File: config.mk
export PLATFORM = sky130hd
export DESIGN_NAME = text_cell_pixel_shader
export DESIGN_NICKNAME = d
export VERILOG_FILES = /design/src/design/tcps_pkg.sv /design/src/design/tcps_cfg.sv /design/src/design/tcps_front.sv /design/src/design/tcps_weight.sv /design/src/design/tcps_blend.sv /design/src/design/text_cell_pixel_shader.sv
export SDC_FILE = /design/constraint.sdc
export NUM_CORES = 1
export LEC_CHECK = 0
export ABC_AREA = 1
export BUFFER_PORTS_ARGS = -buffer_cell sky130_fd_sc_hd__buf_4
export CAP_MARGIN = 25
export CORE_MARGIN = 1
export CORE_UTILIZATION = 65
export CTS_CLUSTER_DIAMETER = 120
export DETAILED_ROUTE_END_ITERATION = 8
export PLACE_DENSITY_LB_ADDON = 0.15
export SLEW_MARGIN = 20
export SYNTH_ARGS = -nofsm -noshare
export SYNTH_HDL_FRONTEND = slang
export SYNTH_SLANG_ARGS = --single-unit
File: constraint.sdc
create_clock -name i_clk -period 17.06 [get_ports i_clk]
set_input_delay 0.853 -clock i_clk [delete_from_list [all_inputs] [get_ports i_clk]]
set_output_delay 0.853 -clock i_clk [all_outputs]
set_load 0.02 [all_outputs]
File: src/design/tcps_pkg.sv
`default_nettype none
// ----------------------------------------------------------------------------
// tcps_pkg
// Shared types, register indexes and constants of the text cell pixel shader.
// ----------------------------------------------------------------------------
package tcps_pkg;

    localparam int CFG_IDX_W  = 2;
    localparam int CFG_DATA_W = 6;

    localparam logic [CFG_IDX_W-1:0] CFG_FONT_WIDTH     = 2'd0;
    localparam logic [CFG_IDX_W-1:0] CFG_FONT_HEIGHT    = 2'd1;
    localparam logic [CFG_IDX_W-1:0] CFG_SCREEN_REVERSE = 2'd2;
    localparam logic [CFG_IDX_W-1:0] CFG_CURSOR_VISIBLE = 2'd3;

    localparam logic [3:0] FONT_WIDTH_RST  = 4'd8;
    localparam logic [5:0] FONT_HEIGHT_RST = 6'd16;

    localparam int ATTR_ITALIC    = 0;
    localparam int ATTR_BOLD      = 1;
    localparam int ATTR_DIM       = 2;
    localparam int ATTR_REVERSE   = 3;
    localparam int ATTR_UNDERLINE = 4;
    localparam int ATTR_DBL_ULINE = 5;
    localparam int ATTR_STRIKE    = 6;

    // pixel levels in twelfths
    localparam logic [3:0] LVL_FULL     = 4'd12;
    localparam logic [3:0] LVL_DIM_HI   = 4'd8;
    localparam logic [3:0] LVL_DIM_LO   = 4'd4;
    localparam logic [3:0] LVL_BOLD     = 4'd3;
    localparam logic [3:0] LVL_OFF      = 4'd0;

    localparam logic [23:0] LINE_XOR   = 24'h606060;
    localparam logic [6:0]  W_MAX      = 7'd127;
    localparam logic [5:0]  ROUND_HALF = 6'd48;
    // floor(y/3) == (y*683)>>11 for y below 384
    localparam logic [9:0]  RECIP3     = 10'd683;
    localparam int          RECIP3_SH  = 11;

    typedef logic [23:0] t_rgb;

    typedef struct packed {
        logic [3:0] font_width;
        logic [5:0] font_height;
        logic       screen_reverse;
        logic       cursor_visible;
    } t_cfg;

    typedef struct packed {
        logic [3:0] mask;
        logic [2:0] phase;
        logic       bold;
        logic       dim;
        logic       line;
        logic       swap;
        t_rgb       fg;
        t_rgb       bg;
    } t_cell;

    typedef struct packed {
        logic [6:0] w;
        t_rgb       fg;
        t_rgb       bg;
    } t_blend;

    function automatic logic [3:0] level12(input logic dim, input logic bold,
                                           input logic prv, input logic cur,
                                           input logic nxt);
        logic [3:0] lv;
        if (cur) begin
            if (dim && !nxt) begin
                lv = prv ? LVL_DIM_LO : LVL_DIM_HI;
            end else begin
                lv = LVL_FULL;
            end
        end else begin
            lv = (bold && prv) ? LVL_BOLD : LVL_OFF;
        end
        return lv;
    endfunction

endpackage
`default_nettype wire

File: src/design/tcps_cfg.sv
`default_nettype none
// ----------------------------------------------------------------------------
// tcps_cfg
// Configuration register file, written through a valid/ready request port.
// ----------------------------------------------------------------------------
module tcps_cfg (
    input  wire logic                             i_clk,
    input  wire logic                             i_rst_n,
    input  wire logic                             i_cfg_valid,
    output logic                                  o_cfg_ready,
    input  wire logic [tcps_pkg::CFG_IDX_W-1:0]   i_cfg_index,
    input  wire logic [tcps_pkg::CFG_DATA_W-1:0]  i_cfg_data,
    output tcps_pkg::t_cfg                        o_cfg
);
    import tcps_pkg::*;

    t_cfg r_cfg;
    t_cfg n_cfg;

    assign o_cfg_ready = 1'b1;
    assign o_cfg       = r_cfg;

    always_comb begin
        n_cfg = r_cfg;
        if (i_cfg_valid) begin
            case (i_cfg_index)
                CFG_FONT_WIDTH:     n_cfg.font_width     = i_cfg_data[3:0];
                CFG_FONT_HEIGHT:    n_cfg.font_height    = i_cfg_data[5:0];
                CFG_SCREEN_REVERSE: n_cfg.screen_reverse = i_cfg_data[0];
                CFG_CURSOR_VISIBLE: n_cfg.cursor_visible = i_cfg_data[0];
                default:            n_cfg = r_cfg;
            endcase
        end
    end

    always_ff @(posedge i_clk) begin
        if (!i_rst_n) begin
            r_cfg.font_width     <= FONT_WIDTH_RST;
            r_cfg.font_height    <= FONT_HEIGHT_RST;
            r_cfg.screen_reverse <= 1'b0;
            r_cfg.cursor_visible <= 1'b1;
        end else begin
            r_cfg <= n_cfg;
        end
    end

endmodule
`default_nettype wire

File: src/design/tcps_front.sv
`default_nettype none
// ----------------------------------------------------------------------------
// tcps_front
// Stage 1: glyph neighbourhood, slant phase, line rows and colour swap.
// ----------------------------------------------------------------------------
module tcps_front #(
    parameter int MAX_FONT_HEIGHT = 32
) (
    input  wire logic           i_clk,
    input  wire logic           i_rst_n,
    input  wire logic           i_en,
    input  wire logic           i_valid,
    input  wire logic [7:0]     i_glyph_row,
    input  wire logic [2:0]     i_pixel_column,
    input  wire logic [4:0]     i_font_row,
    input  wire logic [23:0]    i_fg_color,
    input  wire logic [23:0]    i_bg_color,
    input  wire logic [6:0]     i_attr_flags,
    input  wire logic           i_at_cursor,
    input  tcps_pkg::t_cfg      i_cfg,
    output logic                o_valid,
    output tcps_pkg::t_cell     o_cell
);
    import tcps_pkg::*;

    localparam int FY_W = $clog2(MAX_FONT_HEIGHT + 1);
    localparam int HW   = (FY_W > 6) ? FY_W : 6;
    localparam int PW   = (FY_W + 3 > 8) ? FY_W + 3 : 8;
    localparam int LW   = (FY_W > 5) ? FY_W : 5;

    logic          r_valid;
    t_cell         r_cell;
    t_cell         n_cell;
    logic [HW-1:0] fh;
    logic [FY_W-1:0] fy;
    logic [PW-1:0] row8;
    logic [2:0]    cnt;
    logic [LW-1:0] row_l;
    logic [LW-1:0] fy_l;
    logic [8:0]    wide;
    logic [10:0]   win;
    logic [3:0]    shift;
    logic          italic;

    always_comb begin
        italic = i_attr_flags[ATTR_ITALIC];
        fh     = HW'(i_cfg.font_height);
        if (fh == '0) begin
            fy = FY_W'(1);
        end else if (fh > HW'(MAX_FONT_HEIGHT)) begin
            fy = FY_W'(MAX_FONT_HEIGHT);
        end else begin
            fy = FY_W'(fh);
        end

        // row*8/fy saturated at 7, as a count of crossed thresholds
        row8 = PW'({i_font_row, 3'b000});
        cnt  = 3'd0;
        for (int k = 1; k < 8; k++) begin
            if (row8 >= PW'(fy) * PW'(k)) begin
                cnt = cnt + 3'd1;
            end
        end

        row_l = LW'(i_font_row);
        fy_l  = LW'(fy);

        wide  = italic ? {1'b0, i_glyph_row} : {i_glyph_row, 1'b0};
        win   = {wide, 2'b00};
        shift = (i_cfg.font_width > {1'b0, i_pixel_column})
              ? i_cfg.font_width - {1'b0, i_pixel_column} : 4'd0;

        n_cell.mask  = 4'(win >> shift);
        n_cell.phase = italic ? cnt : 3'd0;
        n_cell.bold  = i_attr_flags[ATTR_BOLD];
        n_cell.dim   = i_attr_flags[ATTR_DIM];
        n_cell.line  = (i_attr_flags[ATTR_UNDERLINE] && row_l == fy_l - LW'(1))
                    || (i_attr_flags[ATTR_DBL_ULINE]
                        && (row_l == fy_l - LW'(1)
                            || (fy_l >= LW'(3) && row_l == fy_l - LW'(3))))
                    || (i_attr_flags[ATTR_STRIKE] && row_l == (fy_l >> 1));
        n_cell.swap  = i_attr_flags[ATTR_REVERSE]
                     ^ (i_at_cursor & i_cfg.cursor_visible)
                     ^ i_cfg.screen_reverse;
        n_cell.fg    = i_fg_color;
        n_cell.bg    = i_bg_color;
    end

    always_ff @(posedge i_clk) begin
        if (!i_rst_n) begin
            r_valid <= 1'b0;
        end else if (i_en) begin
            r_valid <= i_valid;
        end
    end

    always_ff @(posedge i_clk) begin
        if (i_en) begin
            r_cell <= n_cell;
        end
    end

    assign o_valid = r_valid;
    assign o_cell  = r_cell;

endmodule
`default_nettype wire

File: src/design/tcps_weight.sv
`default_nettype none
// ----------------------------------------------------------------------------
// tcps_weight
// Stages 2 to 4: slanted intensity in 96ths, rounding to a 7-bit weight,
// colour swap and line XOR carried alongside.
// ----------------------------------------------------------------------------
module tcps_weight (
    input  wire logic        i_clk,
    input  wire logic        i_rst_n,
    input  wire logic        i_en,
    input  wire logic        i_valid,
    input  tcps_pkg::t_cell  i_cell,
    output logic             o_valid,
    output tcps_pkg::t_blend o_blend
);
    import tcps_pkg::*;

    logic [2:0]  r_valid;
    logic [6:0]  r_f96;
    logic [8:0]  r_y;
    logic [6:0]  r_w;
    t_rgb        r_fg2, r_bg2, r_fg3, r_bg3, r_fg4, r_bg4;

    logic [3:0]  lv_t, lv_n;
    logic [3:0]  p_inv;
    logic [7:0]  n_f96;
    logic [13:0] x;
    logic [8:0]  n_y;
    logic [18:0] prod;
    logic [6:0]  n_w;
    t_rgb        n_fg, n_bg;

    always_comb begin
        lv_t  = level12(i_cell.dim, i_cell.bold, i_cell.mask[3], i_cell.mask[2],
                        i_cell.mask[1]);
        lv_n  = level12(i_cell.dim, i_cell.bold, i_cell.mask[2], i_cell.mask[1],
                        i_cell.mask[0]);
        p_inv = 4'd8 - {1'b0, i_cell.phase};
        n_f96 = 8'(lv_t * p_inv) + 8'(lv_n * {1'b0, i_cell.phase});
        n_fg  = i_cell.swap ? i_cell.bg : i_cell.fg;
        n_bg  = (i_cell.swap ? i_cell.fg : i_cell.bg) ^ (i_cell.line ? LINE_XOR : '0);

        x     = {r_f96, 7'b0} - 14'(r_f96) + 14'(ROUND_HALF);
        n_y   = x[13:5];

        prod  = 19'(r_y) * 19'(RECIP3);
        n_w   = 7'(prod >> RECIP3_SH);
    end

    always_ff @(posedge i_clk) begin
        if (!i_rst_n) begin
            r_valid <= '0;
        end else if (i_en) begin
            r_valid <= {r_valid[1:0], i_valid};
        end
    end

    always_ff @(posedge i_clk) begin
        if (i_en) begin
            r_f96 <= n_f96[6:0];
            r_fg2 <= n_fg;
            r_bg2 <= n_bg;
            r_y   <= n_y;
            r_fg3 <= r_fg2;
            r_bg3 <= r_bg2;
            r_w   <= n_w;
            r_fg4 <= r_fg3;
            r_bg4 <= r_bg3;
        end
    end

    assign o_valid    = r_valid[2];
    assign o_blend.w  = r_w;
    assign o_blend.fg = r_fg4;
    assign o_blend.bg = r_bg4;

endmodule
`default_nettype wire

File: src/design/tcps_blend.sv
`default_nettype none
// ----------------------------------------------------------------------------
// tcps_blend
// Stage 5: per-channel blend (bg*(127-w) + fg*w) / 128 into the output register.
// ----------------------------------------------------------------------------
module tcps_blend (
    input  wire logic         i_clk,
    input  wire logic         i_rst_n,
    input  wire logic         i_en,
    input  wire logic         i_valid,
    input  tcps_pkg::t_blend  i_blend,
    output logic              o_valid,
    output logic [23:0]       o_pixel_color
);
    import tcps_pkg::*;

    logic        r_valid;
    t_rgb        r_pix;
    t_rgb        n_pix;
    logic [6:0]  w_inv;
    logic [14:0] acc;

    always_comb begin
        w_inv = W_MAX - i_blend.w;
        n_pix = '0;
        acc   = '0;
        for (int c = 0; c < 3; c++) begin
            acc = 15'(i_blend.bg[c*8 +: 8]) * 15'(w_inv)
                + 15'(i_blend.fg[c*8 +: 8]) * 15'(i_blend.w);
            n_pix[c*8 +: 8] = acc[14:7];
        end
    end

    always_ff @(posedge i_clk) begin
        if (!i_rst_n) begin
            r_valid <= 1'b0;
        end else if (i_en) begin
            r_valid <= i_valid;
        end
    end

    always_ff @(posedge i_clk) begin
        if (i_en) begin
            r_pix <= n_pix;
        end
    end

    assign o_valid       = r_valid;
    assign o_pixel_color = r_pix;

endmodule
`default_nettype wire

File: src/design/text_cell_pixel_shader.sv
`default_nettype none
// ----------------------------------------------------------------------------
// text_cell_pixel_shader
// Pipeline stages from request to pixel: decode, intensity, rounding,
// reciprocal multiply, blend. Throughput: one pixel per clock while no output stall is held.
// A held output stall freezes all five stages; nothing is dropped or repeated.
// Reset clears all stage valid bits and loads the register defaults.
// ----------------------------------------------------------------------------
module text_cell_pixel_shader #(
    parameter int MAX_FONT_HEIGHT = 32
) (
    input  wire logic                             i_clk,
    input  wire logic                             i_rst_n,
    input  wire logic                             i_valid,
    output logic                                  o_stall,
    input  wire logic [7:0]                       i_glyph_row,
    input  wire logic [2:0]                       i_pixel_column,
    input  wire logic [4:0]                       i_font_row,
    input  wire logic [23:0]                      i_fg_color,
    input  wire logic [23:0]                      i_bg_color,
    input  wire logic [6:0]                       i_attr_flags,
    input  wire logic                             i_at_cursor,
    output logic                                  o_valid,
    input  wire logic                             i_stall,
    output logic [23:0]                           o_pixel_color,
    input  wire logic                             i_cfg_valid,
    output logic                                  o_cfg_ready,
    input  wire logic [tcps_pkg::CFG_IDX_W-1:0]   i_cfg_index,
    input  wire logic [tcps_pkg::CFG_DATA_W-1:0]  i_cfg_data
);
    import tcps_pkg::*;

    t_cfg   w_cfg;
    t_cell  w_cell;
    t_blend w_blend;
    logic   w_v1;
    logic   w_v4;
    logic   w_en;

    assign w_en    = !(o_valid && i_stall);
    assign o_stall = !w_en;

    tcps_cfg u_cfg (
        .i_clk       (i_clk),
        .i_rst_n     (i_rst_n),
        .i_cfg_valid (i_cfg_valid),
        .o_cfg_ready (o_cfg_ready),
        .i_cfg_index (i_cfg_index),
        .i_cfg_data  (i_cfg_data),
        .o_cfg       (w_cfg)
    );

    tcps_front #(
        .MAX_FONT_HEIGHT (MAX_FONT_HEIGHT)
    ) u_front (
        .i_clk          (i_clk),
        .i_rst_n        (i_rst_n),
        .i_en           (w_en),
        .i_valid        (i_valid),
        .i_glyph_row    (i_glyph_row),
        .i_pixel_column (i_pixel_column),
        .i_font_row     (i_font_row),
        .i_fg_color     (i_fg_color),
        .i_bg_color     (i_bg_color),
        .i_attr_flags   (i_attr_flags),
        .i_at_cursor    (i_at_cursor),
        .i_cfg          (w_cfg),
        .o_valid        (w_v1),
        .o_cell         (w_cell)
    );

    tcps_weight u_weight (
        .i_clk   (i_clk),
        .i_rst_n (i_rst_n),
        .i_en    (w_en),
        .i_valid (w_v1),
        .i_cell  (w_cell),
        .o_valid (w_v4),
        .o_blend (w_blend)
    );

    tcps_blend u_blend (
        .i_clk         (i_clk),
        .i_rst_n       (i_rst_n),
        .i_en          (w_en),
        .i_valid       (w_v4),
        .i_blend       (w_blend),
        .o_valid       (o_valid),
        .o_pixel_color (o_pixel_color)
    );

    a_stall_only_when_full: assert property (@(posedge i_clk) disable iff (!i_rst_n)
        o_stall == (o_valid && i_stall))
        else $error("input stall raised without a held output");

    a_request_enters_stage1: assert property (@(posedge i_clk) disable iff (!i_rst_n)
        (i_valid && !o_stall) |=> w_v1)
        else $error("accepted request missing from first stage");

    a_cfg_stable_without_write: assert property (@(posedge i_clk) disable iff (!i_rst_n)
        !i_cfg_valid |=> $stable(w_cfg))
        else $error("configuration changed without a write");

endmodule
`default_nettype wire

==> impl_results.md, run 1 <==
* Top cells by area in the synthesized netlist: sky130_fd_sc_hd__edfxtp_1 31%, sky130_fd_sc_hd__fa_1 23%, sky130_fd_sc_hd__ha_1 15%
* Die Wd at 195 µm
* Area share of fa/ha/maj cells after synthesis at 0.380
* Clock latency at the later pin of the worst-skew pair at 0.58 ns
* Average via count per standard cell at 5.31
* Total number of yosys warnings at 0
* Layout overhead on the synthesized area at 9.70%
* Portion of netlist area occupied by mux cells at 0.00124
* First-pass GRT wire length at 78500 µm
* Number of max-cap violations at 0
* Number of endpoints failing setup at the final stage at 0
* Final critical delay including setup and external delays at 6.64 ns
* Most instantiated library cell after synthesis: sky130_fd_sc_hd__inv_1
* Worst setup slack after placement at 10.45 ns
* Synthesis-stage register bit count at 267
* Antenna diode instance count at 0
* Number of sinks handled by clock tree synthesis at 267
* Detailed-route wire length per cell at 15.3 µm
* Final period util at 0.389
* Fill cell count at 2632
* Post-synth top area cell: sky130_fd_sc_hd__edfxtp_1
* Overall fraction of global-route tracks in use at 0.259
* Register-to-register setup slack at 10.42 ns
* Dpl cell area at 25400 µm²
* Skew final at 0.0230 ns
* Largest family of logic cells by synthesized area: adder cells
* Number of input and output port buffers inserted at 110
* Fmax at 0.151 GHz
* Critical path cell sequence: buf_4, clkinv_1, nand2_1, fa_1, fa_1, inv_1, fa_1, fa_1, fa_1, inv_1, fa_1, inv_1, ha_1, a21oi_1, nand2_1, a21oi_1, inv_1, a21oi_1, o21ai_0, a21o_1, a21oi_1, xnor2_1
* Complex-gate fraction of the synthesized area at 0.0456
* Count of H-tree levels built during CTS at 1
* Cell Rows at 70
* Crit. End Element: register
* Total Routed Length at 46300 µm
* Area taken by multi-input logic gates at 13900 µm²
* Vias in the first global route at 16741
* Category of the worst setup path launch point: register
* Most prevalent standard cell on the critical path: sky130_fd_sc_hd__fa_1
* Mean post-synth cell area at 9.89 µm²
* Min-delay worst type: register to register
* Final weighted congestion in routability-driven placement at 0.912
* Overall die height at 195 µm
* Fin nets at 3197
* Crit Path Max Fanout at 31
* Clock edge transition at the registers on the reported setup and hold paths at 0.06 ns
* CTS tree: done
* DP HPWL at 36400 µm
* Final total negative setup slack at 0 ns
* Cell family with the largest share of critical-path delay: adder cells
* Status: finished clean
* Critical path buffers and inverters at 6
* Share of the synthesized netlist area taken by xor and xnor gates at 0.0337
* Number of buffers on the longest clock path at 3
* Initial core utilization at 0.659
* Slowest cell on the critical path: sky130_fd_sc_hd__fa_1
* Via Count at 16112
* Total Die Area at 37900 µm²
* Maximum number of pins on one net before global-route repair at 97
* Least-Margin Pin Slew at 1.02 ns
* Synth Cell Area at 24100 µm²
* Final worst slack at 10.42 ns
* Top flip-flop cell by instance count after synthesis: sky130_fd_sc_hd__edfxtp_1
* Number of hold buffers added after cts at 0
* Data required, critical path at 17.38 ns
* Core Area at 36600 µm²
* Longest individual stage delay on the worst path at 0.58 ns
* Congestion Overflow GR at 0
* Nets in the synthesized netlist at 3092
* Count of mapped cells out of synthesis at 2440
* Fraction of the yosys area taken by sequential cells at 0.325
* Number of different library cells in the post-synthesis netlist at 52
* Setup repair after global routing missed its margin: no
* Yosys top cell area share at 0.311
* Slew HR at 0.319
* Number of nets with antenna violations after detailed routing at 0
* Number of DRC markers in iteration 0 at 930
* Layout cell share with drive strength beyond 1 at 0.0779
* Worst setup path class: register to register
* Worst Path Arrival at 6.95 ns
* Seq. cell area at 7850 µm²
* Async set-reset flop share out of synthesis at 0
* DRT Pass-1 Iters at 5
* Count of flip-flops with a built-in enable after synthesis at 250
* Remaining routing DRC violations at 0
* Clock Tree Root: sky130_fd_sc_hd__clkbuf_16
* Summed area of non-filler cells in the final layout at 26500 µm²
* Pins Over Slew Limit at 0
* CTS buffer count at 29
* Hold Vio Cnt, Final at 0
* Top-level I/O count at 112
* Resized Gates After CTS at 0
* Initial antenna violation count at 0
* Simple-gate share of the synthesized area at 0.115
* Post-CTS setup-driven buffer insertion count at 0
* Ranking of synthesized cells by instance count: 578 x sky130_fd_sc_hd__inv_1, 395 x sky130_fd_sc_hd__nand2_1, 289 x sky130_fd_sc_hd__ha_1, 278 x sky130_fd_sc_hd__fa_1, 250 x sky130_fd_sc_hd__edfxtp_1
-- worst reg2reg max path: stages, from the launching register on --
cell and delay, ns:
sky130_fd_sc_hd__edfxtp_1 0.32, sky130_fd_sc_hd__buf_4 0.35, sky130_fd_sc_hd__clkinv_1 0.57, sky130_fd_sc_hd__nand2_1 0.26
sky130_fd_sc_hd__fa_1 0.50, sky130_fd_sc_hd__fa_1 0.58, sky130_fd_sc_hd__inv_1 0.06, sky130_fd_sc_hd__fa_1 0.52
sky130_fd_sc_hd__fa_1 0.44, sky130_fd_sc_hd__fa_1 0.54, sky130_fd_sc_hd__inv_1 0.05, sky130_fd_sc_hd__fa_1 0.52
sky130_fd_sc_hd__inv_1 0.04, sky130_fd_sc_hd__ha_1 0.29, sky130_fd_sc_hd__a21oi_1 0.12, sky130_fd_sc_hd__nand2_1 0.08
sky130_fd_sc_hd__a21oi_1 0.21, sky130_fd_sc_hd__inv_1 0.06, sky130_fd_sc_hd__a21oi_1 0.20, sky130_fd_sc_hd__o21ai_0 0.15
sky130_fd_sc_hd__a21o_1 0.22, sky130_fd_sc_hd__a21oi_1 0.18, sky130_fd_sc_hd__xnor2_1 0.10
-- flip-flops by register name (all words and copies together) (netlist names), 12 cells and up --
register,count
u_front.o_cell,59
u_blend.o_pixel_color,24
u_weight.r_bg2,24
u_weight.r_bg3,24
u_weight.r_bg4,24
u_weight.r_fg2,24
u_weight.r_fg3,24
u_weight.r_fg4,24
u_cfg.o_cfg,12
-- worst paths after layout --
kind | startpoint | endpoint | cells past startpoint
worst max-delay path | u_weight.r_w[3]$_DFFE_PN_ | u_blend.o_pixel_color[22]$_DFFE_PN_ | 22
worst min-delay path | u_weight.r_bg3[4]$_DFFE_PN_ | u_weight.r_bg4[4]$_DFFE_PN_ | 0
worst max register to register | u_weight.r_w[3]$_DFFE_PN_ | u_blend.o_pixel_color[22]$_DFFE_PN_ | 22
worst min register to register | u_weight.r_bg3[4]$_DFFE_PN_ | u_weight.r_bg4[4]$_DFFE_PN_ | 0
-- final cells by class --
cell class	count	share of cell area
Tap cell	468	0.0221
Multi-Input combinational cell	1540	0.525
Timing Repair Buffer	124	0.0367
Sequential cell	267	0.296
Clock inverter	16	0.00775
Inverter	583	0.0826
Clock buffer	38	0.0294
-- cells by family (layout without fill, tap and decap cells) --
logic type,count (synthesis),count (layout)
muxes,3,3
and+or+nand+nor,680,680
adders and majority gates,567,567
DFF,267,267
other,1,1
xor gates and xnor gates,92,92
AOI/OAI and AO/OA,197,197
buffers and inverters,633,761
-- cell usage in the layout (no fill, tap or decap), drive strengths merged, types with 2 or more instances in the layout --
cell      netlist  layout
a31oi           3       3
a211o           2       2
a211oi          4       4
nand4           7       7
or2             4       4
dfxtp          17      17
clkbuf         45      38
o21bai          5       5
o211ai          4       4
inv           580     582
o2111ai         2       2
clkinvlp        0       4
a21oi          84      84
clkinv          3       9
buf             5     124
xor2           64      64
mux2i           3       3
xnor2          28      28
a221oi          2       2
a21o            6       6
edfxtp        250     250
bufinv          0       4
o21a            2       2
o21ai          77      77
nor4            2       2
nor2          193     193
nor3            6       6
nand2         406     406
fa            278     278
nand3b          3       3
ha            289     289
nand3          55      55
-- routing by layer --
metal,vias up,global-route usage,part of all wire
met5,-,0,0
li1,7799,-,-
met2,461,0.442,0.49
met4,0,0.0705,0.023
met3,79,0.0498,0.073
met1,7773,0.339,0.42
-- per-stage QoR --
stage | instances | util | hold WS, ns
6_report | 3036 | 0.723 | 0.400
3_3_place_gp | 2980 | 0.695 | 0.402
3_5_place_dp | 2980 | 0.695 | 0.405
5_1_grt | 3036 | 0.723 | 0.415
4_1_cts | 3034 | 0.722 | 0.406
2_1_floorplan | 2440 | - | 0.400
Power of run 1 is left out: the tool's default activity adds up to more than one toggle a clock period on the data nets, which glitch-free logic cannot reach.
==> run 2: changes to the inputs <==
--- a/config.mk
+++ b/config.mk
@@ -5,11 +5,11 @@
 export SDC_FILE = /design/constraint.sdc
 export NUM_CORES = 1
 export LEC_CHECK = 0
-export ABC_AREA = 1
+export ABC_AREA = 0
 export BUFFER_PORTS_ARGS = -buffer_cell sky130_fd_sc_hd__buf_4
 export CAP_MARGIN = 25
 export CORE_MARGIN = 1
-export CORE_UTILIZATION = 65
+export CORE_UTILIZATION = 58
 export CTS_CLUSTER_DIAMETER = 120
 export DETAILED_ROUTE_END_ITERATION = 8
 export PLACE_DENSITY_LB_ADDON = 0.15
==> constraint.sdc (replaced) <==
create_clock -name i_clk -period 5.7 [get_ports i_clk]
set_input_delay 0.285 -clock i_clk [delete_from_list [all_inputs] [get_ports i_clk]]
set_output_delay 0.285 -clock i_clk [all_outputs]
set_load 0.02 [all_outputs]
==> run 2 against run 1 <==
Compared with the run above:
- the run now ends with design-rule violations left
- largest cell class unchanged
- worst setup slack got worse by 10 ns
- cell area is 7.8% higher
- via count is 1.4% lower
- critical endpoint is now u_front.o_cell[54]$_SDFFCE_PN0N_
==> impl_results.md, run 2 <==
* Via Count at 15894 (-1.4%)
* Count of mapped cells out of synthesis at 2173 (-11%)
* Most frequent standard cell in the layout excluding fill and tap cells: sky130_fd_sc_hd__inv_1
* Mean post-synth cell area at 11.3 µm² (+15%)
* Layout cell share with drive strength beyond 1 at 0.146 (+0.0683)
* Longest individual stage delay on the worst path at 0.49 ns (-0.09 ns)
* Total Routed Length at 49800 µm (+7.5%)
* Die Wd at 208 µm (+6.8%)
* Endpoint of the most critical register-to-register path: u_front.o_cell[54]$_SDFFCE_PN0N_
* Core Area at 41900 µm² (+15%)
* Synthesis-stage register bit count at 267 (unchanged)
* WHS at 0.0434 ns (-0.357 ns)
* Number of nets with antenna violations after detailed routing at 0 (unchanged)
* Worst Path Arrival at 5.96 ns (-0.99 ns)
* Slew HR at 0.441 (+0.122)
* Top-level I/O count at 112 (unchanged)
* Fmax at 0.178 GHz (+18%)
* Status: complete, but fails checks
* Largest register FFs at 59 (unchanged)
* Data required, critical path at 6.03 ns (-11.35 ns)
* Initial antenna violation count at 0 (unchanged)
* Failing checks: design-rule violations
* Register-to-register setup slack at 0.07 ns (-10.35 ns)
* Maximum number of pins on one net before global-route repair at 155 (+60%)
* Hold Path Origin: i_rst_n
* Initial core utilization at 0.587 (-0.0725)
* Number of DRC markers in iteration 0 at 725 (-22%)
* Nets in the synthesized netlist at 2825 (-8.6%)
* Synth Cell Area at 24600 µm² (+2.0%)
* Async set-reset flop share out of synthesis at 0 (unchanged)
* Pins Over Slew Limit at 0 (unchanged)
* Overall fraction of global-route tracks in use at 0.239 (-0.0196)
* Setup repair after global routing missed its margin: yes
* Hold Vio Cnt, Final at 0 (unchanged)
* Crit Path Max Fanout at 4 (-87%)
* Category of the worst setup path launch point: register
* Crit. End Element: register
* First-pass GRT wire length at 83500 µm (+6.4%)
* DRT Pass-1 Iters at 7 (+2)
* Commonest cells after routing, fill and taps aside: 359 x sky130_fd_sc_hd__inv_1, 279 x sky130_fd_sc_hd__ha_1, 278 x sky130_fd_sc_hd__fa_1, 250 x sky130_fd_sc_hd__edfxtp_1, 185 x sky130_fd_sc_hd__buf_4
* Vias in the first global route at 17207 (+2.8%)
* Clock Tree Root: sky130_fd_sc_hd__clkbuf_16
* Yosys top cell area share at 0.305 (-0.00605)
* R2R depth at 32 (+45%)
* Clock edge transition at the registers on the reported setup and hold paths at 0.06 ns (about the same)
* Least-Margin Pin Slew at 0.833 ns (-0.188 ns)
* Detailed-route wire length per cell at 16.8 µm (+10%)
* Number of max-cap violations at 0 (unchanged)
* Critical path buffers and inverters at 4 (-2)
* Final critical delay including setup and external delays at 5.63 ns (-1.01 ns)
* Cell Rows at 75 (+7.1%)
* Min-delay worst type: input port to register
* Fill cell count at 3041 (+16%)
* Post-Layout Cell Count at 2967 (-2.3%)
* Startpoint of the worst-slack reg-to-reg timing path: u_cfg.o_cfg[4]$_SDFFE_PN0P_
* Skew final at 0.0250 ns (+0.00198 ns)
* Post-synth top area cell: sky130_fd_sc_hd__edfxtp_1
* Ranking of synthesized cells by instance count: 366 x sky130_fd_sc_hd__inv_1, 289 x sky130_fd_sc_hd__ha_1, 278 x sky130_fd_sc_hd__fa_1, 250 x sky130_fd_sc_hd__edfxtp_1, 134 x sky130_fd_sc_hd__nand2_1
* Fraction of the yosys area taken by sequential cells at 0.319 (-0.00633)
* Clock latency at the later pin of the worst-skew pair at 0.59 ns (about the same)
* Average via count per standard cell at 5.36 (+0.94%)
* Most prevalent standard cell on the critical path: sky130_fd_sc_hd__ha_4
* Cell Count Post-Placement at 2839 (-4.7%)
* Overall die height at 208 µm (+6.8%)
* Antenna diode instance count at 0 (unchanged)
* Number of buffers on the longest clock path at 3 (unchanged)
* Number of endpoints failing setup at the final stage at 0 (unchanged)
* Layout overhead on the synthesized area at 15.9%
* Top flip-flop cell by instance count after synthesis: sky130_fd_sc_hd__edfxtp_1
* CTS buffer count at 31 (+6.9%)
* Most instantiated library cell after synthesis: sky130_fd_sc_hd__inv_1
* Fin nets at 3057 (-4.4%)
* Slowest cell on the critical path: sky130_fd_sc_hd__a2111o_4
* Remaining routing DRC violations at 2 (+2)
* Worst setup path class: register to register
* Cell family with the largest share of critical-path delay: compound AO/OA/AOI/OAI gates
* Congestion Overflow GR at 0 (unchanged)
* CTS tree: done
* Number of sinks handled by clock tree synthesis at 267 (unchanged)
* Total Die Area at 43300 µm² (+14%)
* Worst hold endpoint: u_blend.o_valid$_SDFFE_PN0N_
* Total number of yosys warnings at 0 (unchanged)
* Final total negative setup slack at 0 ns (unchanged)
* Number of different library cells in the post-synthesis netlist at 77 (+48%)
* Final weighted congestion in routability-driven placement at 0.897 (-1.6%)
* Top cells by area in the synthesized netlist: sky130_fd_sc_hd__edfxtp_1 30%, sky130_fd_sc_hd__fa_1 23%, sky130_fd_sc_hd__ha_1 15%
* Final Core Density at 0.680 (-0.0429)
* Final period util at 0.988 (+0.599)
* Instance count along the most critical hold path at 2 (+2)
* Count of H-tree levels built during CTS at 1 (unchanged)
* Count of flip-flops with a built-in enable after synthesis at 250 (unchanged)
* DP HPWL at 38000 µm (+4.6%)
* Number of input and output port buffers inserted at 110 (unchanged)
run 2: worst max-delay path by stage:
stage,start,depth (start not counted),to,slack (ns)
2_1_floorplan,u_weight.r_w[6]$_DFFE_PN_,18,u_blend.o_pixel_color[6]$_DFFE_PN_,0.007
3_3_place_gp,u_weight.r_w[4]$_DFFE_PN_,19,u_blend.o_pixel_color[23]$_DFFE_PN_,0.01
3_5_place_dp,u_weight.r_w[4]$_DFFE_PN_,19,u_blend.o_pixel_color[23]$_DFFE_PN_,-0.06
4_1_cts,u_cfg.o_cfg[6]$_SDFFE_PN1P_,32,u_front.o_cell[54]$_SDFFCE_PN0N_,-0.002
5_1_grt,u_cfg.o_cfg[4]$_SDFFE_PN0P_,32,u_front.o_cell[54]$_SDFFCE_PN0N_,-0.22
6_report,u_cfg.o_cfg[4]$_SDFFE_PN0P_,32,u_front.o_cell[54]$_SDFFCE_PN0N_,0.07
run 2: logic make-up after synthesis:
family,Yosys count,share of synthesized area
AO/OA/AOI/OAI,182,0.0509
XOR/XNOR,92,0.0338
adder cells (fa/ha/maj),567,0.373
buffers and inverters,423,0.0650
flip-flops,267,0.319
multiplexers,77,0.0338
other,1,0.000152
AND/OR/NAND/NOR,564,0.125
run 2: layout make-up:
class | instances | area [µm²] | share of cell area
multi-input cells | 1483 | 15500 | 0.543
flip-flops and latches | 267 | 7850 | 0.275
repair buffers | 254 | 2130 | 0.0748
inverters | 368 | 1400 | 0.0489
clock buffers | 40 | 820 | 0.0287
well taps | 539 | 674 | 0.0236
clock inverters | 16 | 158 | 0.00552
run 2: timing repair:
action | in CTS | in global routing
setup endpoints to repair | 8 | 18
buffers inserted | 2 | 9
pin swaps | 8 | 45
endpoints found under the hold margin | 62 | 0
gates resized for setup | 3 | 39
hold buffers | 60 | 0
run 2: layer usage:
layer,up-vias,share of wire,global-route usage
met1,7895,0.45,0.324
met5,-,0,0
li1,7582,-,-
met2,346,0.49,0.411
met3,71,0.047,0.0297
met4,0,0.020,0.0580
run 2: through the flow:
step / worst slack, ns / cell area, µm²
floorplan: 0.00698 / 24800
global placement: 0.00962 / 26700
detailed placement: -0.0637 / 26700
CTS: -0.00217 / 28300
global route: -0.217 / 28500
finish: 0.0708 / 28500
Power of run 2 is left out for the same reason.
==> run 3: changes to the inputs <==
--- a/config.mk
+++ b/config.mk
@@ -9,7 +9,7 @@
 export BUFFER_PORTS_ARGS = -buffer_cell sky130_fd_sc_hd__buf_4
 export CAP_MARGIN = 25
 export CORE_MARGIN = 1
-export CORE_UTILIZATION = 58
+export CORE_UTILIZATION = 50
 export CTS_CLUSTER_DIAMETER = 120
 export DETAILED_ROUTE_END_ITERATION = 8
 export PLACE_DENSITY_LB_ADDON = 0.15
==> run 3 against run 2 <==
Compared with the run above:
- maximum frequency shrank 0.41%
- global-route usage shrank 3.6 points
- die area grew 16%
- worst hold slack gained 0.015 ns
- critical path depth is the same
- the flow now finishes without violations
- routed wire length shrank 0.91%
- critical path type unchanged
- utilization shrank 8.1 points
==> impl_results.md, run 3 (synthesis results as in run 2) <==
* Cell family with the largest share of critical-path delay: compound AO/OA/AOI/OAI gates
* Longest individual stage delay on the worst path at 0.49 ns (about the same)
* Clock latency at the later pin of the worst-skew pair at 0.58 ns (about the same)
* Final critical delay including setup and external delays at 5.65 ns (+0.0233 ns)
* Via Count at 15775 (-0.75%)
* Number of nets with antenna violations after detailed routing at 0 (unchanged)
* Layout overhead on the synthesized area at 17.3%
* Final period util at 0.992 (+0.00409)
* Hold Vio Cnt, Final at 0 (unchanged)
* Final weighted congestion in routability-driven placement at 0.885 (-1.4%)
* Detailed-route wire length per cell at 15.9 µm (-5.0%)
* DP HPWL at 38500 µm (+1.1%)
* Min-delay worst type: input port to register
* Congestion Overflow GR at 0 (unchanged)
* Worst Path Arrival at 5.99 ns (+0.03 ns)
* Layout cell share with drive strength beyond 1 at 0.156 (+0.00972)
* Summed area of non-filler cells in the final layout at 28900 µm² (+1.2%)
* Slew HR at 0.380 (-0.0607)
* Number of DRC markers in iteration 0 at 684 (-5.7%)
* Remaining routing DRC violations at 0 (-2)
* Maximum number of pins on one net before global-route repair at 176 (+14%)
* Slowest cell on the critical path: sky130_fd_sc_hd__a2111o_4
* Number of sinks handled by clock tree synthesis at 267 (unchanged)
* Count of H-tree levels built during CTS at 1 (unchanged)
* Clock edge transition at the registers on the reported setup and hold paths at 0.06 ns (about the same)
* Core Area at 48100 µm² (+15%)
* DRT Pass-1 Iters at 5 (-2)
* Most prevalent standard cell on the critical path: sky130_fd_sc_hd__ha_4
* Total Routed Length at 49300 µm (-0.91%)
* Number of input and output port buffers inserted at 110 (unchanged)
* Commonest cells after routing, fill and taps aside: 355 x sky130_fd_sc_hd__inv_1, 280 x sky130_fd_sc_hd__ha_1, 278 x sky130_fd_sc_hd__fa_1, 250 x sky130_fd_sc_hd__edfxtp_1, 185 x sky130_fd_sc_hd__buf_4
* CTS buffer count at 31 (unchanged)
* Initial antenna violation count at 0 (unchanged)
* Skew final at 0.0188 ns (-0.00615 ns)
* Vias in the first global route at 16791 (-2.4%)
* Cell Rows at 80 (+6.7%)
* Average via count per standard cell at 5.10 (-4.8%)
* First-pass GRT wire length at 81800 µm (-2.0%)
* Number of endpoints failing setup at the final stage at 0 (unchanged)
* Worst setup path class: register to register
* Most frequent standard cell in the layout excluding fill and tap cells: sky130_fd_sc_hd__inv_1
* Least-Margin Pin Slew at 0.929 ns (+0.0961 ns)
* Category of the worst setup path launch point: register
* Number of max-cap violations at 0 (unchanged)
* Die Wd at 224 µm (+7.6%)
* Overall fraction of global-route tracks in use at 0.203 (-0.0360)
* Dpl cell area at 26900 µm² (+0.75%)
* Status: finished clean
* Setup repair after global routing missed its margin: yes
* Pins Over Slew Limit at 0 (unchanged)
* Fmax at 0.177 GHz (-0.41%)
* Critical path buffers and inverters at 4 (unchanged)
* Clock Tree Root: sky130_fd_sc_hd__clkbuf_16
* Top-level I/O count at 112 (unchanged)
* Overall die height at 224 µm (+7.6%)
* Data required, critical path at 6.04 ns (about the same)
* Crit. End Element: register
* Number of buffers on the longest clock path at 3 (unchanged)
* WHS at 0.0581 ns (+0.0148 ns)
* Initial core utilization at 0.511 (-0.0756)
* Total Die Area at 50100 µm² (+16%)
* Fin nets at 3064 (+0.23%)
* Final total negative setup slack at 0 ns (unchanged)
* CTS tree: done
* Crit Path Max Fanout at 4 (unchanged)
* Largest register FFs at 59 (unchanged)
-- run 3: cell types whose count changed in the layout (fill, tap and decap cells not counted), moves of 4 or more --
cell and delta:
sky130_fd_sc_hd__a21oi_1 -4, sky130_fd_sc_hd__a21oi_2 +5, sky130_fd_sc_hd__buf_6 +6, sky130_fd_sc_hd__clkbuf_1 -4, sky130_fd_sc_hd__clkinvlp_4 +5, sky130_fd_sc_hd__inv_1 -4
sky130_fd_sc_hd__inv_2 +4
-- run 3: per-layer routing --
layer	routed length, µm	track usage	share of wire	up-vias
li1	-	-	-	7613
met1	22800	0.280	0.46	7845
met2	23400	0.337	0.48	259
met3	2230	0.0312	0.045	58
met4	864	0.0488	0.018	0
met5	0	0	0	-
-- run 3: area by class of cell --
cell class,count,area (µm²)
antenna,1,2.50
clock buffer,35,791
clock inverter,23,265
fill,3934,19300
inverter,368,1400
multi-input combinational,1483,15500
sequential,267,7860
tap,656,821
timing repair buffer,261,2210
-- run 3: worst reg2reg max path: cells and delay by family (launching register included) --
family                   cells  cell delay [ns]
adder cells (fa/ha/maj)      6             1.25
multiplexers                 2             0.59
XOR/XNOR                     2             0.37
flip-flops                   1             0.35
buffers and inverters        4             0.27
AND/OR/NAND/NOR             11             1.25
AO/OA/AOI/OAI                7             1.34
-- run 3: repair_timing --
item,CTS,global route
pin swaps,13,57
endpoints found under the setup margin,12,15
endpoints found under the hold margin,64,0
buffers inserted,4,6
resized for setup,10,50
hold buffers,61,0
-- run 3: metrics by stage --
stage | worst slack (ns) | instances | utilization
6_report | 0.0475 | 3094 | 0.600
3_5_place_dp | -0.109 | 2963 | 0.558
2_1_floorplan | 0.00698 | 2173 | -
3_3_place_gp | -0.0278 | 2963 | 0.558
4_1_cts | 0.00398 | 3086 | 0.594
5_1_grt | -0.234 | 3093 | 0.600
-- run 3: worst paths after layout --
| kind | startpoint | to | slack, ns | cells after the start |
|---|---|---|---|---|
| worst max-delay path | u_cfg.o_cfg[3]$_SDFFE_PN0P_ | u_front.o_cell[54]$_SDFFCE_PN0N_ | 0.05 | 32 |
| worst min-delay path | i_at_cursor | u_front.o_cell[48]$_DFFE_PN_ | 0.06 | 3 |
| worst max register to register | u_cfg.o_cfg[3]$_SDFFE_PN0P_ | u_front.o_cell[54]$_SDFFCE_PN0N_ | 0.05 | 32 |
| worst min register to register | u_weight.r_fg3[6]$_DFFE_PN_ | u_weight.r_fg4[6]$_DFFE_PN_ | 0.41 | 0 |
Power of run 3 is left out for the same reason.
